--- src/hw/rtl/pls_pkg.sv ---
// Shared types and constants of the polyline length splitter.
`timescale 1ns / 1ps
package pls_pkg;
    localparam int LEN_BITS  = 48;
    localparam int DIST_BITS = 40;
    localparam int CNT_BITS  = 16;
    localparam logic [LEN_BITS-1:0] LEN_MAX = '1;
    localparam logic [CNT_BITS-1:0] CNT_MAX = '1;
    localparam logic [DIST_BITS-1:0] DIST_RESET = 40'd65536;

    typedef enum logic [1:0] {
        KIND_VERTEX  = 2'd0,
        KIND_BREAK   = 2'd1,
        KIND_SUMMARY = 2'd2
    } kind_t;

    // Classification passed from front to back.
    typedef enum logic [1:0] {
        CLS_DUP    = 2'd0,
        CLS_FIRST  = 2'd1,
        CLS_SECOND = 2'd2,
        CLS_MORE   = 2'd3
    } cls_t;
endpackage

--- src/hw/rtl/pls_back.sv ---
// Back end: bit-serial square root, length accumulation, result emission.
`timescale 1ns / 1ps
module pls_back #(
    parameter int CB = 32
) (
    input  logic                 clk,
    input  logic                 rst_n,
    input  logic [pls_pkg::DIST_BITS-1:0] split_dist,
    input  logic                 e_valid,
    output logic                 e_pop,
    input  pls_pkg::cls_t        e_cls,
    input  logic [2*CB+1:0]      e_sum,
    input  logic [CB-1:0]        e_x,
    input  logic [CB-1:0]        e_y,
    input  logic [CB-1:0]        e_z,
    input  logic [CB-1:0]        e_px,
    input  logic [CB-1:0]        e_py,
    input  logic [CB-1:0]        e_pz,
    input  logic                 e_end,
    output logic                 out_valid,
    input  logic                 out_stall,
    output logic [1:0]           kind,
    output logic [CB-1:0]        out_x,
    output logic [CB-1:0]        out_y,
    output logic [CB-1:0]        out_z,
    output logic [15:0]          split_total,
    output logic                 last
);
    typedef enum logic [2:0] { B_IDLE, B_ROOT, B_ACC, B_BRK, B_VTX, B_SUM } bst_t;
    localparam int SW = 2 * CB + 2;
    localparam int RW = CB + 1;
    localparam int IW = $clog2(RW + 1);
    localparam int LB = pls_pkg::LEN_BITS;

    bst_t          st_reg;
    logic [SW-1:0] rem_reg;
    logic [RW-1:0] root_reg;
    logic [IW-1:0] it_reg;
    logic [LB-1:0] run_reg;
    logic [15:0]   cnt_reg;

    // restoring square root, one result bit per cycle
    logic [RW+1:0] trial;
    logic [RW+1:0] rhi;
    logic [SW-1:0] rem_sh;
    logic [RW-1:0] root_sh;
    logic [LB-1:0] seg_sat;
    logic [LB:0]   sum_run;
    logic [LB-1:0] run_sat;
    logic          over;
    logic [15:0]   cnt_inc;
    always_comb
    begin
        rem_sh  = rem_reg;
        root_sh = root_reg;
        rhi = (RW+2)'(rem_reg >> (2 * (int'(it_reg) - 1)));
        trial = {root_reg, 2'b01};
        if (RW > LB)
            seg_sat = (root_reg >> LB) != '0 ? pls_pkg::LEN_MAX : LB'(root_reg);
        else
            seg_sat = LB'(root_reg);
        sum_run = {1'b0, run_reg} + {1'b0, seg_sat};
        run_sat = sum_run[LB] ? pls_pkg::LEN_MAX : sum_run[LB-1:0];
        over = run_sat > {{(LB - pls_pkg::DIST_BITS){1'b0}}, split_dist};
        cnt_inc = (cnt_reg == pls_pkg::CNT_MAX) ? cnt_reg : cnt_reg + 16'd1;
        if (rhi >= trial)
        begin
            rem_sh  = rem_reg - (SW'(trial) << (2 * (int'(it_reg) - 1)));
            root_sh = {root_reg[RW-2:0], 1'b1};
        end
        else
            root_sh = {root_reg[RW-2:0], 1'b0};
    end

    logic out_free;
    logic emit;
    assign out_free = !out_valid || !out_stall;
    assign emit = out_free && (st_reg == B_BRK || st_reg == B_VTX || st_reg == B_SUM);
    assign e_pop = (st_reg == B_IDLE) && e_valid;

    always_ff @(posedge clk or negedge rst_n)
    begin
        if (!rst_n)
        begin
            st_reg    <= B_IDLE;
            out_valid <= 1'b0;
            run_reg   <= '0;
            cnt_reg   <= '0;
        end
        else
        begin
            if (emit)
                out_valid <= 1'b1;
            else if (!out_stall)
                out_valid <= 1'b0;
            unique case (st_reg)
                B_IDLE:
                begin
                    if (e_valid)
                    begin
                        rem_reg  <= e_sum;
                        root_reg <= '0;
                        it_reg   <= IW'(RW);
                        unique case (e_cls)
                            pls_pkg::CLS_DUP:    st_reg <= e_end ? B_SUM : B_IDLE;
                            pls_pkg::CLS_FIRST:
                            begin
                                run_reg <= '0;
                                st_reg  <= B_VTX;
                            end
                            default:             st_reg <= B_ROOT;
                        endcase
                    end
                end
                B_ROOT:
                begin
                    rem_reg  <= rem_sh;
                    root_reg <= root_sh;
                    it_reg   <= it_reg - 1'b1;
                    if (it_reg == IW'(1))
                        st_reg <= B_ACC;
                end
                // accumulate and decide on a break
                B_ACC:
                begin
                    if (e_cls == pls_pkg::CLS_SECOND)
                    begin
                        run_reg <= seg_sat;
                        st_reg  <= B_VTX;
                    end
                    else if (over)
                    begin
                        run_reg <= seg_sat;
                        st_reg  <= B_BRK;
                    end
                    else
                    begin
                        run_reg <= run_sat;
                        st_reg  <= B_VTX;
                    end
                end
                B_BRK:
                begin
                    if (out_free)
                    begin
                        kind  <= pls_pkg::KIND_BREAK;
                        out_x <= e_px;
                        out_y <= e_py;
                        out_z <= e_pz;
                        split_total <= cnt_inc;
                        cnt_reg <= cnt_inc;
                        last <= 1'b0;
                        st_reg <= B_VTX;
                    end
                end
                B_VTX:
                begin
                    if (out_free)
                    begin
                        kind  <= pls_pkg::KIND_VERTEX;
                        out_x <= e_x;
                        out_y <= e_y;
                        out_z <= e_z;
                        split_total <= cnt_reg;
                        last  <= !e_end;
                        st_reg <= e_end ? B_SUM : B_IDLE;
                    end
                end
                B_SUM:
                begin
                    if (out_free)
                    begin
                        kind  <= pls_pkg::KIND_SUMMARY;
                        out_x <= '0;
                        out_y <= '0;
                        out_z <= '0;
                        split_total <= cnt_reg;
                        last <= 1'b1;
                        cnt_reg <= '0;
                        run_reg <= '0;
                        st_reg <= B_IDLE;
                    end
                end
                default: st_reg <= B_IDLE;
            endcase
        end
    end
endmodule

--- config.mk ---
export PLATFORM = sky130hd
export DESIGN_NAME = pls_back
export DESIGN_NICKNAME = d
export VERILOG_FILES = /design/src/hw/rtl/pls_pkg.sv /design/src/hw/rtl/pls_back.sv
export SDC_FILE = /design/constraint.sdc
export NUM_CORES = 1
export LEC_CHECK = 0
export BUFFER_PORTS_ARGS = -buffer_cell sky130_fd_sc_hd__buf_2
export CORE_ASPECT_RATIO = 0.8
export CORE_UTILIZATION = 35
export CTS_BUF_LIST = sky130_fd_sc_hd__clkbuf_4 sky130_fd_sc_hd__clkbuf_8
export CTS_CLUSTER_SIZE = 28
export DETAILED_ROUTE_END_ITERATION = 7
export SLEW_MARGIN = 15
export SYNTH_ARGS = -nofsm -noshare
export SYNTH_HDL_FRONTEND = slang
export SYNTH_SLANG_ARGS = --single-unit
--- constraint.sdc ---
create_clock -name clk -period 9.9 [get_ports clk]
set_input_delay 0.99 -clock clk [delete_from_list [all_inputs] [get_ports clk]]
set_output_delay 0.99 -clock clk [all_outputs]
set_load 0.02 [all_outputs]
==> results.cfg <==
[critical_path]
path_common_cell = a21oi_1
rr_endpoint = rem_reg[64]$_DFFE_PP_
cp_max_fo = 67
crit_arrival_ns = 7.96
criticalPathCategory = reg -> reg
required_ns = 10.33
ff2ff_path_depth = 22
end_kind = register
start_kind = register
cpPeakStageDelay_ns = 0.97
crit_chain = clkinv_1 -> ha_4 -> inv_1 -> nor2_1 -> a22o_1 -> nand3_1 -> nand2_1 -> nor2_1 -> a21oi_1 -> nand2_1 -> ha_1 -> a21oi_1 -> o21ai_1 -> a221o_1 -> a21oi_1 -> o31ai_1 -> a311o_1 -> a21oi_1 -> o21ai_1 -> o31a_1 -> nor4b_1 -> or3_1
crit_start = it_reg[0]$_SDFFCE_PN1P_
cp_slowest_cell = ha_4
reg2reg_from = it_reg[0]$_SDFFCE_PN1P_
r2r_slack_ns = 2.37

[floorplan]
rows = 89
die_y_um = 246
start_util = 0.354
die_area_um2 = 75600
ioPinCount = 422
coreArea_um2 = 73700
die_x_um = 307

[place]
placed_cell_area_um2 = 29000
io_buffer_count = 421
dp.cells = 4398
hpwlAfterDp_um = 78600
dp_slack_ns = 2.68
gp_congestion = 1.03

[routing]
vias = 25434
drtIter0Drc = 2597
wl_per_cell_um = 22.4
first_pass_iters = 8
routed_via_density = 5.65
drtAntennaViolNets = 0
drt-total-wl_um = 101000
drc = 8

[cts]
clockBufferDepth = 3
cts_setup_buffers = 0
root_buffer = clkbuf_8
h-tree-depth = 2
hold_buffers = 0
cts_tree = done
cts_buffers = 54
cts_sinks = 288
clkSlewWorstSetupHoldPaths_ns = 0.07
clk_latency_ns = 0.69
cts_resized = 0

[global_routing]
antenna_found_initial = 7
overflow = 0
grt_pass1_vias = 22762
grt_use_total = 0.257
grt_pass1_wl_um = 147000
grt_max_degree = 121

[run_status]
outcome = finished with violations
violations = DRC

[layout]
fillers = 7582
fin_util = 0.410
fin_area_um2 = 30200
largest_reg_flops = 66
nNetsFinal = 3933
areaGrowthSynthToFinish_pct = 16.0
final_cells = 4500
drive_gt1_frac = 0.189

[yosys]
synth_cell_types = 78
synth_top_cell_by_area = edfxtp_1
ys_seq_area_frac = 0.319
synth_fp_nets = 3623
yosys_warnings = 0
ys_ff_latch = 288
synth_cells = 3143
synth-async-reset-ratio = 0.236
ys.flop_type = edfxtp_1
avgSynthCellArea_um2 = 8.29
netlist_area_um2 = 26100
synth_top_area_frac = 0.253
synth-edff-count = 220
synth.area.top_cells = edfxtp_1 25%, nand2_1 8.9%, ha_1 8.4%

[sta]
fmax_mhz = 133
rsz0062_at_grt = no
drv_slew = 0
slew_headroom = 0.314
final.setup.worst_slack_ns = 2.37
hold_violations = 0
worstMarginPinSlew_ns = 1.02
worst_hold_slack_ns = 0.277
tns_ns = 0
min_period_ns = 7.53
finalCritPeriodShare = 0.760
setup_viol = 0
skew_ns = 0.0443

[worst_hold_path]
hold_class = in -> async

[power]
power.total_mw = 7.38
peakVddDrop_v = 0.000118
p_per_area_nw_per_um2 = 244
p_leak_nw = 13.1

[run]
cap_violations = 0
per-layer routing:
layer  vias up  routed length [µm]  GRT usage  share of wire
li1      12062                   -          -              -
met1     12028               45100      0.367           0.45
met2      1201               44400      0.402           0.44
met3       139                8520     0.0411          0.085
met4         4                2620     0.0694          0.026
met5         -                  27          0        0.00027
cells in the mapped netlist, types with 25 or more instances:
cell / count
a21o_1: 75
a31oi_1: 31
o21ai_0: 301
clkbuf_1: 155
nand4_1: 49
inv_1: 107
dfrtp_1: 68
ha_1: 174
mux4_2: 73
nor3_1: 41
buf_1: 28
o21ai_1: 35
nor2_1: 220
nand2_1: 621
and2_1: 75
a211oi_1: 32
or3_1: 25
mux2i_1: 104
a21oi_1: 213
xor2_1: 43
nand3_1: 69
xnor2_1: 60
edfxtp_1: 220
layout make-up:
type | count | area [µm²] | area share
inverters | 109 | 415 | 0.0137
flip-flops and latches | 288 | 8310 | 0.275
diodes | 2 | 5.00 | 0.000165
repair buffers | 453 | 2370 | 0.0785
clock inverters | 28 | 342 | 0.0113
clock buffers | 72 | 891 | 0.0295
multi-input cells | 2547 | 16700 | 0.551
well taps | 1001 | 1250 | 0.0414
power by group:
| group | switching (mW) | internal, mW | leakage [nW] |
|---|---|---|---|
| Combinational | 2.69 | 1.46 | 9.45 |
| Clock | 0.586 | 0.797 | 0.646 |
| Sequential | 0.224 | 1.62 | 2.99 |
cell families (layout without fill, tap and decap cells):
kind of cell	Yosys count	count (layout)	synth area share
flip-flops	288	288	0.319
AO/OA/AOI/OAI	883	883	0.205
AND/OR/NAND/NOR	1197	1197	0.203
buffers and inverters	308	662	0.0461
XOR/XNOR	103	103	0.0346
other	0	2	0
adder cells (fa/ha/maj)	175	175	0.0843
multiplexers	189	189	0.108
worst max-delay path, delay by kind of cell (launching register included):
kind,cells,cell delay (ns)
compound gates,11,3.01
fa+ha+maj,2,1.41
flops,1,0.43
buf+inv,2,0.77
simple gates,7,1.60
placed cells by master (no fill, tap or decap), types with 32 or more instances in the layout:
cell type	n
dfrtp_1	68
mux2i_1	104
o21ai_1	35
nor2_1	219
edfxtp_1	220
and2_1	75
a21o_1	75
inv_1	106
buf_2	420
xnor2_1	57
clkbuf_8	56
nor3_1	41
a21oi_1	212
nand3_1	69
nand2_1	621
xor2_1	40
a211oi_1	32
o21ai_0	301
ha_1	173
nand4_1	49
mux4_2	73
worst max-delay path by stage:
stage                         endpoint  depth (start not counted)
2_1_floorplan     rem_reg[0]$_DFFE_PP_                         28
6_report         rem_reg[64]$_DFFE_PP_                         22
5_1_grt          rem_reg[64]$_DFFE_PP_                         18
4_1_cts        run_reg[39]$_DFFE_PN0P_                         23
3_3_place_gp     rem_reg[64]$_DFFE_PP_                         22
3_5_place_dp   run_reg[39]$_DFFE_PN0P_                         23
Power figures use the tool's default switching activity.
